[config.mk]
export PLATFORM = sky130hd
export DESIGN_NAME = energy_vad_endpointer_flat
export DESIGN_NICKNAME = d
export VERILOG_FILES = /design/src/sv/evep_pkg.sv /design/src/sv/evep_ifs.sv /design/src/sv/evep_cfg.sv /design/src/sv/evep_core.sv /design/src/sv/energy_vad_endpointer.sv /design/src/flat_wrapper.sv
export VERILOG_INCLUDE_DIRS = /design/src /design/src/sv
export SDC_FILE = /design/constraint.sdc
export NUM_CORES = 2
export LEC_CHECK = 0
export BUFFER_PORTS_ARGS = -buffer_cell sky130_fd_sc_hd__buf_2
export CAP_MARGIN = 20
export CORE_AREA = 10 10 395 397
export CTS_CLUSTER_DIAMETER = 50
export DETAILED_ROUTE_END_ITERATION = 6
export DIE_AREA = 0 0 405 407
export PLACE_DENSITY = 0.5
export SYNTH_ARGS = -nofsm -noshare
export SYNTH_HDL_FRONTEND = slang
export SYNTH_HIERARCHICAL = 1
export SYNTH_SLANG_ARGS = --single-unit
[constraint.sdc]
create_clock -name clk -period 17.6 [get_ports clk]
set_clock_uncertainty 0.2 [all_clocks]
set_input_delay 3.52 -clock clk [delete_from_list [all_inputs] [get_ports clk]]
set_output_delay 3.52 -clock clk [all_outputs]
set_load 0.01 [all_outputs]
[src/sv/energy_vad_endpointer_defines.svh]
// Assertion macros shared by the endpointer RTL.
`ifndef ENERGY_VAD_ENDPOINTER_DEFINES_SVH
`define ENERGY_VAD_ENDPOINTER_DEFINES_SVH

`ifndef ASSERT_OFF
// Clocked check, held off while reset is high.
`define EVEP_ASSERT(lbl, prop, msg) \
  lbl: assert property (@(posedge clk) disable iff (rst) prop) else $error(msg);
// Clocked check that also holds through reset.
`define EVEP_ASSERT_ALWAYS(lbl, prop, msg) \
  lbl: assert property (@(posedge clk) prop) else $error(msg);
`else
`define EVEP_ASSERT(lbl, prop, msg)
`define EVEP_ASSERT_ALWAYS(lbl, prop, msg)
`endif

`endif

[src/sv/evep_pkg.sv]
package evep_pkg;

  // Frame length limit, overridable on the top level
  localparam int unsigned FRAME_MAX_DEFAULT = 2048;

  // Field and register widths
  localparam int unsigned SAMPLE_W      = 16;
  localparam int unsigned SQ_W          = 31;
  localparam int unsigned THR_W         = 21;
  localparam int unsigned THR_SCALED_W  = 31;
  localparam int unsigned MS_W          = 20;
  localparam int unsigned TAIL_W        = 16;
  localparam int unsigned MIN_UTT_W     = 16;
  localparam int unsigned TOTAL_W       = 32;
  localparam int unsigned CFG_INDEX_W   = 2;
  localparam int unsigned CFG_DATA_W    = 21;

  // Mean square is compared in units of 1000
  localparam logic [THR_SCALED_W-1:0] THR_SCALE        = THR_SCALED_W'(1000);
  localparam logic [TOTAL_W-1:0]      BYTES_PER_SAMPLE = TOTAL_W'(2);
  localparam logic [MS_W-1:0]         MS_MAX           = '1;

  // Register reset values
  localparam logic [THR_SCALED_W-1:0] THR_SCALED_RESET = THR_SCALED_W'(300 * 1000);
  localparam logic [MS_W-1:0]         TIMEOUT_RESET    = MS_W'(10000);
  localparam logic [TAIL_W-1:0]       TAIL_RESET       = TAIL_W'(800);
  localparam logic [MIN_UTT_W-1:0]    MIN_UTT_RESET    = MIN_UTT_W'(300);

  // Register indexes
  localparam logic [CFG_INDEX_W-1:0] REG_SPEECH_THRESHOLD = 2'd0;
  localparam logic [CFG_INDEX_W-1:0] REG_LISTEN_TIMEOUT   = 2'd1;
  localparam logic [CFG_INDEX_W-1:0] REG_TAIL_SILENCE     = 2'd2;
  localparam logic [CFG_INDEX_W-1:0] REG_MIN_UTTERANCE    = 2'd3;

  typedef enum logic [1:0] {
    OP_SAMPLE,
    OP_TICK,
    OP_STOP,
    OP_START
  } evep_op_t;

  typedef enum logic [1:0] {
    CAUSE_RUNNING,
    CAUSE_STOPPED,
    CAUSE_TIMEOUT,
    CAUSE_ENDPOINT
  } evep_cause_t;

  // Live configuration; the threshold is kept premultiplied by the scale
  typedef struct packed {
    logic [THR_SCALED_W-1:0] thr_scaled;
    logic [MS_W-1:0]         timeout;
    logic [TAIL_W-1:0]       tail;
    logic [MIN_UTT_W-1:0]    min_utt;
  } evep_cfg_t;

  // Registered input item, sample already squared
  typedef struct packed {
    logic [1:0]      op;
    logic [SQ_W-1:0] sq;
    logic            last;
  } evep_item_t;

  typedef struct packed {
    logic               session_done;
    logic [1:0]         end_cause;
    logic               frame_end;
    logic               frame_speech;
    logic               forward_frame;
    logic               utterance_seen;
    logic [TOTAL_W-1:0] frame_total;
    logic [TOTAL_W-1:0] byte_total;
  } evep_result_t;

endpackage

[src/sv/evep_ifs.sv]
interface evep_in_if;
  import evep_pkg::*;

  logic                       valid;
  logic                       ready;
  logic [1:0]                 operation;
  logic signed [SAMPLE_W-1:0] sample_value;
  logic                       last_of_frame;

  modport source (output valid, output operation, output sample_value,
                  output last_of_frame, input ready);
  modport sink (input valid, input operation, input sample_value,
                input last_of_frame, output ready);
endinterface

interface evep_out_if;
  import evep_pkg::*;

  logic               valid;
  logic               ready;
  logic               session_done;
  logic [1:0]         end_cause;
  logic               frame_end;
  logic               frame_speech;
  logic               forward_frame;
  logic               utterance_seen;
  logic [TOTAL_W-1:0] frame_total;
  logic [TOTAL_W-1:0] byte_total;

  modport source (output valid, output session_done, output end_cause,
                  output frame_end, output frame_speech, output forward_frame,
                  output utterance_seen, output frame_total, output byte_total,
                  input ready);
  modport sink (input valid, input session_done, input end_cause,
                input frame_end, input frame_speech, input forward_frame,
                input utterance_seen, input frame_total, input byte_total,
                output ready);
endinterface

[src/sv/evep_cfg.sv]
module evep_cfg (
  input  logic                             clk,
  input  logic                             rst,
  input  logic                             write_en,
  input  logic [evep_pkg::CFG_INDEX_W-1:0] index,
  input  logic [evep_pkg::CFG_DATA_W-1:0]  data,
  output evep_pkg::evep_cfg_t              cfg
);
  import evep_pkg::*;

  logic [THR_SCALED_W-1:0] thr_scaled;
  logic [MS_W-1:0]         timeout;
  logic [TAIL_W-1:0]       tail;
  logic [MIN_UTT_W-1:0]    min_utt;

  // Store registers; scale the threshold once at write time
  always_ff @(posedge clk) begin
    if (rst) begin
      thr_scaled <= THR_SCALED_RESET;
      timeout    <= TIMEOUT_RESET;
      tail       <= TAIL_RESET;
      min_utt    <= MIN_UTT_RESET;
    end else if (write_en) begin
      unique case (index)
        REG_SPEECH_THRESHOLD: begin
          thr_scaled <= THR_SCALED_W'(data[THR_W-1:0]) * THR_SCALE;
        end
        REG_LISTEN_TIMEOUT: begin
          timeout <= data[MS_W-1:0];
        end
        REG_TAIL_SILENCE: begin
          tail <= data[TAIL_W-1:0];
        end
        REG_MIN_UTTERANCE: begin
          min_utt <= data[MIN_UTT_W-1:0];
        end
        default: begin
        end
      endcase
    end
  end

  assign cfg.thr_scaled = thr_scaled;
  assign cfg.timeout    = timeout;
  assign cfg.tail       = tail;
  assign cfg.min_utt    = min_utt;

endmodule

[src/sv/evep_core.sv]
`include "energy_vad_endpointer_defines.svh"

module evep_core #(
  parameter int unsigned FRAME_MAX = evep_pkg::FRAME_MAX_DEFAULT
) (
  input  logic                   clk,
  input  logic                   rst,
  input  logic                   advance,
  input  evep_pkg::evep_item_t   item,
  input  evep_pkg::evep_cfg_t    cfg,
  output evep_pkg::evep_result_t result
);
  import evep_pkg::*;

  localparam int unsigned CW    = $clog2(FRAME_MAX + 1);
  localparam int unsigned ESW   = SQ_W + CW;
  localparam int unsigned BW    = THR_SCALED_W + CW;
  localparam int unsigned CMP_W = (ESW > BW) ? ESW : BW;
  localparam logic [CW-1:0] COUNT_FULL = CW'(FRAME_MAX);

  // Session state
  logic [ESW-1:0]     energy_sum,      energy_sum_next;
  logic [CW-1:0]      frame_count,     frame_count_next;
  logic [MS_W-1:0]    elapsed,         elapsed_next;
  logic [MS_W-1:0]    last_speech,     last_speech_next;
  logic               speech_valid,    speech_valid_next;
  logic               utterance,       utterance_next;
  logic               ended,           ended_next;
  evep_cause_t        reason,          reason_next;
  logic [TOTAL_W-1:0] frames,          frames_next;
  logic [TOTAL_W-1:0] bytes,           bytes_next;

  // Datapath terms
  evep_op_t        op;
  logic [ESW-1:0]  sum_add;
  logic [CW-1:0]   count_inc;
  logic [BW-1:0]   bound;
  logic            speech_hit;
  logic            closing;
  logic [MS_W-1:0] elapsed_inc;
  logic            utt_after;
  logic            valid_after;
  logic [MS_W-1:0] last_after;
  logic [MS_W-1:0] gap;
  logic            closed;

  assign op          = evep_op_t'(item.op);
  assign sum_add     = energy_sum + ESW'(item.sq);
  assign count_inc   = frame_count + CW'(1);
  assign bound       = BW'(cfg.thr_scaled) * BW'(count_inc);
  assign speech_hit  = CMP_W'(sum_add) >= CMP_W'(bound);
  assign closing     = item.last || (count_inc == COUNT_FULL);
  assign elapsed_inc = (elapsed == MS_MAX) ? elapsed : elapsed + MS_W'(1);
  assign utt_after   = utterance || speech_hit;
  assign valid_after = speech_valid || speech_hit;
  assign last_after  = speech_hit ? elapsed : last_speech;
  assign gap         = elapsed - last_after;

  // Next session state for the item at hand
  always_comb begin
    energy_sum_next   = energy_sum;
    frame_count_next  = frame_count;
    elapsed_next      = elapsed;
    last_speech_next  = last_speech;
    speech_valid_next = speech_valid;
    utterance_next    = utterance;
    ended_next        = ended;
    reason_next       = reason;
    frames_next       = frames;
    bytes_next        = bytes;
    closed            = 1'b0;
    unique case (op)
      OP_START: begin
        energy_sum_next   = '0;
        frame_count_next  = '0;
        elapsed_next      = '0;
        last_speech_next  = '0;
        speech_valid_next = 1'b0;
        utterance_next    = 1'b0;
        ended_next        = 1'b0;
        reason_next       = CAUSE_RUNNING;
        frames_next       = '0;
        bytes_next        = '0;
      end
      OP_STOP: begin
        if (!ended) begin
          ended_next  = 1'b1;
          reason_next = CAUSE_STOPPED;
        end
      end
      OP_TICK: begin
        if (!ended) begin
          elapsed_next = elapsed_inc;
          if (elapsed_inc >= cfg.timeout) begin
            ended_next  = 1'b1;
            reason_next = CAUSE_TIMEOUT;
          end
        end
      end
      OP_SAMPLE: begin
        if (!ended) begin
          if (elapsed >= cfg.timeout) begin
            // Drop the sample, the listen window is over
            ended_next  = 1'b1;
            reason_next = CAUSE_TIMEOUT;
          end else begin
            bytes_next = bytes + BYTES_PER_SAMPLE;
            if (closing) begin
              closed           = 1'b1;
              frames_next      = frames + TOTAL_W'(1);
              energy_sum_next  = '0;
              frame_count_next = '0;
              if (speech_hit) begin
                utterance_next    = 1'b1;
                last_speech_next  = elapsed;
                speech_valid_next = 1'b1;
              end
              // Endpoint once speech is followed by enough silence and enough session time
              if (utt_after && valid_after && (gap >= MS_W'(cfg.tail)) &&
                  (elapsed >= MS_W'(cfg.min_utt))) begin
                ended_next  = 1'b1;
                reason_next = CAUSE_ENDPOINT;
              end
            end else begin
              energy_sum_next  = sum_add;
              frame_count_next = count_inc;
            end
          end
        end
      end
      default: begin
      end
    endcase
  end

  // Commit state when the item moves on
  always_ff @(posedge clk) begin
    if (rst) begin
      energy_sum   <= '0;
      frame_count  <= '0;
      elapsed      <= '0;
      last_speech  <= '0;
      speech_valid <= 1'b0;
      utterance    <= 1'b0;
      ended        <= 1'b0;
      reason       <= CAUSE_RUNNING;
      frames       <= '0;
      bytes        <= '0;
    end else if (advance) begin
      energy_sum   <= energy_sum_next;
      frame_count  <= frame_count_next;
      elapsed      <= elapsed_next;
      last_speech  <= last_speech_next;
      speech_valid <= speech_valid_next;
      utterance    <= utterance_next;
      ended        <= ended_next;
      reason       <= reason_next;
      frames       <= frames_next;
      bytes        <= bytes_next;
    end
  end

  assign result.session_done   = ended_next;
  assign result.end_cause      = reason_next;
  assign result.frame_end      = closed;
  assign result.frame_speech   = closed && speech_hit;
  assign result.forward_frame  = closed && utt_after;
  assign result.utterance_seen = utterance_next;
  assign result.frame_total    = frames_next;
  assign result.byte_total     = bytes_next;

  `EVEP_ASSERT(a_count_below_full, frame_count < COUNT_FULL, "frame count reached the frame limit")
  `EVEP_ASSERT(a_cause_matches_end, ended == (reason != CAUSE_RUNNING), "end flag and cause disagree")
  `EVEP_ASSERT(a_end_sticks, advance && ended && (op != OP_START) |=> ended && $stable(reason), "ended session changed without a start")
  `EVEP_ASSERT(a_speech_time_tracks_utt, speech_valid == utterance, "speech time valid out of step with utterance")

endmodule

[src/sv/energy_vad_endpointer.sv]
// Path: an accepted item is held in the input register, then its result is
// held in the result register until the sink takes it.
// Throughput: one item per cycle unless the result sink stalls; the update is
// a few short adds, one 31 x 12 threshold product and compares between the two registers.
// Reset (rst, synchronous): session cleared and running, registers at defaults.
`include "energy_vad_endpointer_defines.svh"

module energy_vad_endpointer #(
  parameter int unsigned FRAME_MAX = evep_pkg::FRAME_MAX_DEFAULT
) (
  input logic                             clk,
  input logic                             rst,
  evep_in_if.sink                         item_in,
  evep_out_if.source                      result_out,
  input logic                             cfg_write_en,
  input logic [evep_pkg::CFG_INDEX_W-1:0] cfg_index,
  input logic [evep_pkg::CFG_DATA_W-1:0]  cfg_data
);
  import evep_pkg::*;

  evep_cfg_t          cfg;
  logic               in_valid;
  evep_item_t         item;
  logic               out_valid;
  evep_result_t       result;
  evep_result_t       core_result;
  logic               out_free;
  logic               advance;
  logic signed [31:0] square;

  evep_cfg u_cfg (
    .clk      (clk),
    .rst      (rst),
    .write_en (cfg_write_en),
    .index    (cfg_index),
    .data     (cfg_data),
    .cfg      (cfg)
  );

  evep_core #(.FRAME_MAX(FRAME_MAX)) u_core (
    .clk     (clk),
    .rst     (rst),
    .advance (advance),
    .item    (item),
    .cfg     (cfg),
    .result  (core_result)
  );

  assign out_free      = !out_valid || result_out.ready;
  assign advance       = in_valid && out_free;
  assign item_in.ready = !in_valid || out_free;
  assign square        = item_in.sample_value * item_in.sample_value;

  // Capture an item, squaring the sample on the way in
  always_ff @(posedge clk) begin
    if (rst) begin
      in_valid <= 1'b0;
    end else if (item_in.valid && item_in.ready) begin
      in_valid <= 1'b1;
    end else if (advance) begin
      in_valid <= 1'b0;
    end
  end

  always_ff @(posedge clk) begin
    if (item_in.valid && item_in.ready) begin
      item.op   <= item_in.operation;
      item.sq   <= square[SQ_W-1:0];
      item.last <= item_in.last_of_frame;
    end
  end

  // Hold the result until the sink takes it
  always_ff @(posedge clk) begin
    if (rst) begin
      out_valid <= 1'b0;
    end else if (advance) begin
      out_valid <= 1'b1;
    end else if (result_out.ready) begin
      out_valid <= 1'b0;
    end
  end

  always_ff @(posedge clk) begin
    if (advance) begin
      result <= core_result;
    end
  end

  assign result_out.valid          = out_valid;
  assign result_out.session_done   = result.session_done;
  assign result_out.end_cause      = result.end_cause;
  assign result_out.frame_end      = result.frame_end;
  assign result_out.frame_speech   = result.frame_speech;
  assign result_out.forward_frame  = result.forward_frame;
  assign result_out.utterance_seen = result.utterance_seen;
  assign result_out.frame_total    = result.frame_total;
  assign result_out.byte_total     = result.byte_total;

endmodule

[src/flat_wrapper.sv]
// flat-port wrapper written by rule: the top's interface ports become plain ports
module energy_vad_endpointer_flat import evep_pkg::*;
#(
  parameter int unsigned FRAME_MAX = evep_pkg::FRAME_MAX_DEFAULT
)
  (clk, rst, cfg_write_en, cfg_index, cfg_data, item_in_valid, item_in_operation, item_in_sample_value, item_in_last_of_frame, item_in_ready, result_out_valid, result_out_session_done, result_out_end_cause, result_out_frame_end, result_out_frame_speech, result_out_forward_frame, result_out_utterance_seen, result_out_frame_total, result_out_byte_total, result_out_ready);
  evep_in_if item_in_i ();
  evep_out_if result_out_i ();
  input logic clk;
  input logic rst;
  input logic cfg_write_en;
  input logic [evep_pkg::CFG_INDEX_W-1:0] cfg_index;
  input logic [evep_pkg::CFG_DATA_W-1:0] cfg_data;
  input wire logic [$bits(item_in_i.valid)-1:0] item_in_valid;
  input wire logic [$bits(item_in_i.operation)-1:0] item_in_operation;
  input wire logic [$bits(item_in_i.sample_value)-1:0] item_in_sample_value;
  input wire logic [$bits(item_in_i.last_of_frame)-1:0] item_in_last_of_frame;
  output wire logic [$bits(item_in_i.ready)-1:0] item_in_ready;
  output wire logic [$bits(result_out_i.valid)-1:0] result_out_valid;
  output wire logic [$bits(result_out_i.session_done)-1:0] result_out_session_done;
  output wire logic [$bits(result_out_i.end_cause)-1:0] result_out_end_cause;
  output wire logic [$bits(result_out_i.frame_end)-1:0] result_out_frame_end;
  output wire logic [$bits(result_out_i.frame_speech)-1:0] result_out_frame_speech;
  output wire logic [$bits(result_out_i.forward_frame)-1:0] result_out_forward_frame;
  output wire logic [$bits(result_out_i.utterance_seen)-1:0] result_out_utterance_seen;
  output wire logic [$bits(result_out_i.frame_total)-1:0] result_out_frame_total;
  output wire logic [$bits(result_out_i.byte_total)-1:0] result_out_byte_total;
  input wire logic [$bits(result_out_i.ready)-1:0] result_out_ready;
  assign item_in_i.valid = item_in_valid;
  assign item_in_i.operation = item_in_operation;
  assign item_in_i.sample_value = item_in_sample_value;
  assign item_in_i.last_of_frame = item_in_last_of_frame;
  assign item_in_ready = item_in_i.ready;
  assign result_out_valid = result_out_i.valid;
  assign result_out_session_done = result_out_i.session_done;
  assign result_out_end_cause = result_out_i.end_cause;
  assign result_out_frame_end = result_out_i.frame_end;
  assign result_out_frame_speech = result_out_i.frame_speech;
  assign result_out_forward_frame = result_out_i.forward_frame;
  assign result_out_utterance_seen = result_out_i.utterance_seen;
  assign result_out_frame_total = result_out_i.frame_total;
  assign result_out_byte_total = result_out_i.byte_total;
  assign result_out_i.ready = result_out_ready;
  energy_vad_endpointer #(.FRAME_MAX(FRAME_MAX)) u_core (.clk(clk), .rst(rst), .item_in(item_in_i), .result_out(result_out_i), .cfg_write_en(cfg_write_en), .cfg_index(cfg_index), .cfg_data(cfg_data));
endmodule
---- Yosys cells after proc, flatten, opt, wreduce, memory -nomap -nowiden ----
Index checks and enable logic that the tools add are counted.
storage, ports and cells
  flip-flop bits (word level) ............. 351
  input bits .............................. 47
  output and inout port bits .............. 73
  logic and storage cells ................. 138
operators by class
  $add $sub $neg .......................... 6
  $mul .................................... 3
  magnitude comparators ................... 5
  equal/unequal tests ..................... 13
  multiplexer cells ....................... 56
  reduce and logical (&&, ||, !) cells .... 28
operator list
  operator                                            number
  two-way mux 32 bit                                  5
  two-way mux 43 bit                                  3
  one-hot mux 32 bit (2 select lines)                 2
  two-way mux 20 bit                                  6
  one-hot mux 43 bit (2 select lines)                 1
  one-hot mux 20 bit (2 select lines)                 2
  adder 43 x 31 -> 43 bit                             1
  greater-or-equal comparator 43 bit                  1
  greater-or-equal comparator 20 x 16 -> 1 bit        2
  greater-or-equal comparator 20 bit                  2
  multiplier 28 x 12 -> 40 bit                        1
  two-way mux 12 bit                                  3
  adder 32 x 1 -> 32 bit, second input constant       1
  adder 32 x 2 -> 32 bit, second input constant       1
  multiplier 16 x 16 -> 31 bit                        1
  multiplier 21 x 7 -> 28 bit, second input constant  1
  one-hot mux 12 bit (2 select lines)                 1
  two-way mux 1 bit                                   22
  adder 20 x 1 -> 20 bit, second input constant       1
  == test 20 bit, second input constant               1
  subtractor 20 bit                                   1
  two-way mux 2 bit                                   7
  adder 12 x 1 -> 12 bit, second input constant       1
  == test 12 bit, second input constant               1
  other kinds (16)                                    43

---- Logic depth before layout (Yosys ltp) ----
  word-level depth ........................ 13
  mapped depth ............................ 55
  depth with buffers taken out ............ 53

---- Modules after synthesis ----
The synthesis kept the hierarchy.
by module, submodules not included
  module                 times used  cells each  area an instance (µm²)  seq. area each (µm²)
  evep_core              1           3186        25592.0                 3283.1
  energy_vad_endpointer  1           1113        12167.9                 3163.0
  evep_cfg               1           737         6443.7                  1601.5

---- Worst setup path after synthesis ----
Ideal clock, no wire load.
  kind .................................... register -> register
  start ................................... register u_core.u_core.frame_count[0]
  end ..................................... register u_core.result, in the netlist u_core/result_out.session_done (data pin)
  library setup time ...................... 0.251 ns
  arrival time ............................ 11.400 ns
  data required time ...................... 17.149 ns
  setup slack ............................. 5.749 ns
  cell stages (with the launch flop) ...... 49
  path buffers ............................ 3
  period minus slack after synthesis ...... 11.851 ns
  path through ............................ dfxtp_1 > ha_1 > nand3_2 > nor2_4 > nand3_1 > xnor2_1 > clkbuf_1 > nand2_1 > fa_1 > inv_1 > fa_1 > fa_1 > fa_1 > fa_1 > ha_1 > and3_1 > a221o_1 > a311oi_1 > [... 13 more ...] > clkbuf_1 > mux2i_1 > ha_1 > or4_1 > o21ai_0 > nor2_1 > a21oi_1 > nor2b_1 > a211oi_1 > nor2_1 > ha_1 > nor2b_1 > o21ai_0 > o211ai_1 > o41a_1 > nor4_1 > a211oi_1 > buf_4
between the ends
  cells in the longest elaborated chain, start to end .. 13
  elaborated cells on any way between the ends .. 18
  classes of those cells .................. add/sub (2); mul (1); order compare (2); eq/ne (1); mux (6); reduce/logical (6)
ends and longest elaborated chain
  what                                          line                         source
  start, declared                               evep_core.sv:23              logic [CW-1:0] frame_count, frame_count_next;
  start signal, assigned                        evep_core.sv:151             frame_count <= frame_count_next;
  adder 12 x 1 -> 12 bit *                      evep_core.sv:49              assign count_inc = frame_count + CW'(1);
  multiplier 28 x 12 -> 40 bit                  evep_core.sv:50              assign bound = BW'(cfg.thr_scaled) * BW'(count_inc);
  greater-or-equal comparator 43 bit            evep_core.sv:51              assign speech_hit = CMP_W'(sum_add) >= CMP_W'(bound);
  two-way mux 20 bit                            n/a
  subtractor 20 bit                             evep_core.sv:57              assign gap = elapsed - last_after;
  greater-or-equal comparator 20 x 16 -> 1 bit  evep_core.sv:119             if (utt_after && valid_after && (gap >= MS_W'(cfg.tail)) &&
  logical AND 1 bit (2 in a row)                evep_core.sv:119
  two-way mux 1 bit                             evep_core.sv:119
  two-way mux 1 bit *                           evep_core.sv:108             if (closing) begin
  two-way mux 1 bit *                           evep_core.sv:102             if (elapsed >= cfg.timeout) begin
  two-way mux 1 bit *                           evep_core.sv:101             if (!ended) begin
  one-hot mux 1 bit (4 select lines) *          evep_core.sv:72              unique case (op)
  named net u_core.u_core.ended_next            evep_core.sv:28              logic ended, ended_next;
  end signal, assigned                          energy_vad_endpointer.sv:86  result <= core_result;
  end, declared                                 energy_vad_endpointer.sv:25  evep_result_t result;
The timed path passes the listed nets; every way through them passes the cells marked *.
A chain may end at the register's enable or synchronous reset.

==> impl_metrics.env <==
export IMPL_totalWireLength_mm=125
export IMPL_die_area_sq_um=165000
export IMPL_antenna_found_initial=3
export IMPL_status="finished, final reports clean"
export IMPL_ir_drop_v=0.000202
export IMPL_cp_num_buf_inv=6
export IMPL_drcViolationCount=0
export IMPL_ys_seq_area_share_pct=18.2
export IMPL_finalSetupViolations=0
export IMPL_clock_latency_ps=680
export IMPL_post_cts_buffers=0
export IMPL_fin_nets=6086
export IMPL_cp_top_family="adder cells"
export IMPL_cp_max_fo=32
export IMPL_gp_congestion=0.833
export IMPL_clock_sinks=350
export IMPL_crit_top_cell="fa_1"
export IMPL_async_flop_share_pct=0
export IMPL_ant_nets=0
export IMPL_worst_ep_arrival_time_ps=13680
export IMPL_grt_first_pass_wirelength_mm=201
export IMPL_grt_pass1_vias=35300
export IMPL_cpPeakStageDelay_ps=500
export IMPL_rsz0062_at_grt="false"
export IMPL_area_growth_pct=10.5
export IMPL_ios=120
export IMPL_relSlewSlack_pct=22.7
export IMPL_cts_resized=0
export IMPL_startpoint_type="flip-flop"
export IMPL_cts_buffers=56
export IMPL_avgSynthCellArea_sq_um=8.78
export IMPL_std_cell_rows=141
export IMPL_tns_ps=0
export IMPL_yosysTopAreaCellShare_pct=27.0
export IMPL_synth_top_cell_by_area="fa_1"
export IMPL_dr_first_iter_drc_count=1660
export IMPL_layout_setup_ws_ps=4130
export IMPL_cts_tree="done"
export IMPL_final_layout_size_suffix_gt1_share_pct=6.76
export IMPL_synthFlopType="dfxtp_1"
export IMPL_viasPerCell=4.85
export IMPL_grt_max_degree=76
export IMPL_power_density_nw_per_um2=139
export IMPL_max_cap_violations=0
export IMPL_synth_yosys_warnings=6
export IMPL_die_w_microns=405
export IMPL_worst_pin_slew_ps=1150
export IMPL_hp_class="reg -> reg"
export IMPL_cp_required_ps=17810
export IMPL_cts_root_buf="clkbuf_16"
export IMPL_die_y_microns=407
export IMPL_synth_area_leaders="fa_1, ha_1, dfxtp_1, edfxtp_1, inv_1"
export IMPL_start_util_pct=30.0
export IMPL_hold_violations=0
export IMPL_cts_max_path_buffers=3
export IMPL_multi_input_area_sq_um=32400
export IMPL_fp_coreArea_sq_um=147000
export IMPL_fillers=15400
export IMPL_min_period_ps=13470
export IMPL_htree_levels=2
export IMPL_syn_area_sq_um=44200
export IMPL_synth_edff_count=104
export IMPL_ys_seq_elements=350
export IMPL_portBuffers=119
export IMPL_regArea_sq_um=8050
export IMPL_fmax_mhz=74.2
export IMPL_slew_violations=0
export IMPL_path_clk_slew_ps=60
export IMPL_firstDrtPassIters=6
export IMPL_cpMaxStageDelayCell="fa_1"
export IMPL_dpl_hpwl_mm=97.5
export IMPL_period_share_pct=76.5
export IMPL_leakage_nw=22.3
export IMPL_wire_per_inst_microns=17.9
export IMPL_gr_usage_all_layers_pct=15.2
export IMPL_crit_path_end_kind="flip-flop"
export IMPL_ctsHoldBuffers=0
export IMPL_critical_path_class="reg -> reg"
export IMPL_grt_overflow=0
export IMPL_synth_cell_types=112
export IMPL_post_place_ws_ps=4270
export IMPL_vias=34100
export IMPL_synth_cells=5036
metal layers:
| metal | vias up | track usage [%] | routed length [microns] | share of wire [%] |
|---|---|---|---|---|
| li1 | 16300 | - | - | - |
| met1 | 17000 | 20.1 | 56900 | 45 |
| met2 | 599 | 26.5 | 61100 | 49 |
| met3 | 131 | 1.50 | 4340 | 3.5 |
| met4 | 0 | 3.98 | 3030 | 2.4 |
| met5 | - | 0 | 0 | 0 |
cell usage after synthesis, types with 16 or more instances:
cell	count
mux2i_1	40
buf_2	16
nand4_1	51
and2_1	159
a22oi_1	26
a31oi_1	40
nor2_1	320
xor2_1	113
a211oi_1	18
ha_1	405
a21oi_1	286
o21ai_0	136
o211ai_1	30
inv_1	806
a21o_1	89
dfxtp_1	246
nor3_1	36
nand2b_1	51
or3_1	45
nand3_1	121
nor2b_1	26
o21a_1	22
nand2_1	608
edfxtp_1	104
fa_1	596
o21bai_1	20
xnor2_1	150
clkbuf_1	184
and3_1	39
path summary, 6_finish.rpt:
path	from	to	slack, ps	cells past startpoint
hold / removal	u_core/u_core/bytes[0]	u_core/u_core/bytes[0]	250	2
setup / recovery	u_core/u_core/frame_count[0]	u_core/result_out.session_done	4130	53
setup reg to reg	u_core/u_core/frame_count[0]	u_core/result_out.session_done	4130	53
hold reg to reg	u_core/u_core/bytes[0]	u_core/u_core/bytes[0]	250	2
power by group:
part	internal [W]	switching (W)	total [W]
sequential	0.00106	0.0000880	0.00115
clock	0.000711	0.000477	0.00119
combinational	0.00185	0.00259	0.00444
state kept, by name (all words and copies together) (netlist names), 2 cells and up:
| name | flops |
|---|---|
| u_core/u_core/elapsed | 20 |
| u_core/u_cfg/timeout | 20 |
| u_core/result_out.frame_total | 32 |
| u_core/result_out.end_cause | 2 |
| u_core/u_core/energy_sum | 43 |
| u_core/u_core/frame_count | 12 |
| u_core/u_cfg/thr_scaled | 28 |
| u_core/u_core/frames | 32 |
| u_core/u_cfg/min_utt | 16 |
| u_core/item | 33 |
| u_core/u_core/reason | 2 |
| u_core/result_out.byte_total | 32 |
| u_core/u_core/bytes | 32 |
| u_core/u_core/last_speech | 20 |
| u_core/u_cfg/tail | 16 |
cell type report:
class | instances | area share, %
multi-input combinational | 3662 | 66.3
clock inverter | 46 | 1.23
tap | 1930 | 4.95
timing repair buffer | 157 | 1.85
inverter | 811 | 6.23
clock buffer | 60 | 2.92
antenna | 2 | 0.0103
sequential | 350 | 16.5
stage by stage:
stage	power, W	utilization, %	cell area, sq um	cells	hold WS (ps)
6_report	0.00678	33.1	48800	7018	252
5_1_grt	0.00756	33.1	48800	7017	265
3_3_place_gp	0.00563	31.7	46800	6907	228
2_1_floorplan	0.00470	-	44200	5039	216
3_5_place_dp	0.00566	31.7	46800	6910	243
4_1_cts	0.00690	33.1	48800	7016	251
placed cells by master (no fill, tap or decap), types with 134 or more instances in the layout:
cell	n
inv_1	806
nand2_1	608
fa_1	596
ha_1	405
nor2_1	318
a21oi_1	286
dfxtp_1	246
and2_1	158
xnor2_1	143
o21ai_0	134
logic make-up after synthesis:
kind of cell	synth area share, %
mux	1.03
simple gates	16.5
other cells	0.0170
xor+xnor	5.21
compound gates	11.7
buf+inv	8.88
flops	18.2
fa+ha+maj	38.5
worst min-delay path, stage by stage, from the launching register on:
cell and delay (ps):
dfxtp_1 300, inv_1 60, nor2_1 50
Power figures use the tool's default switching activity.
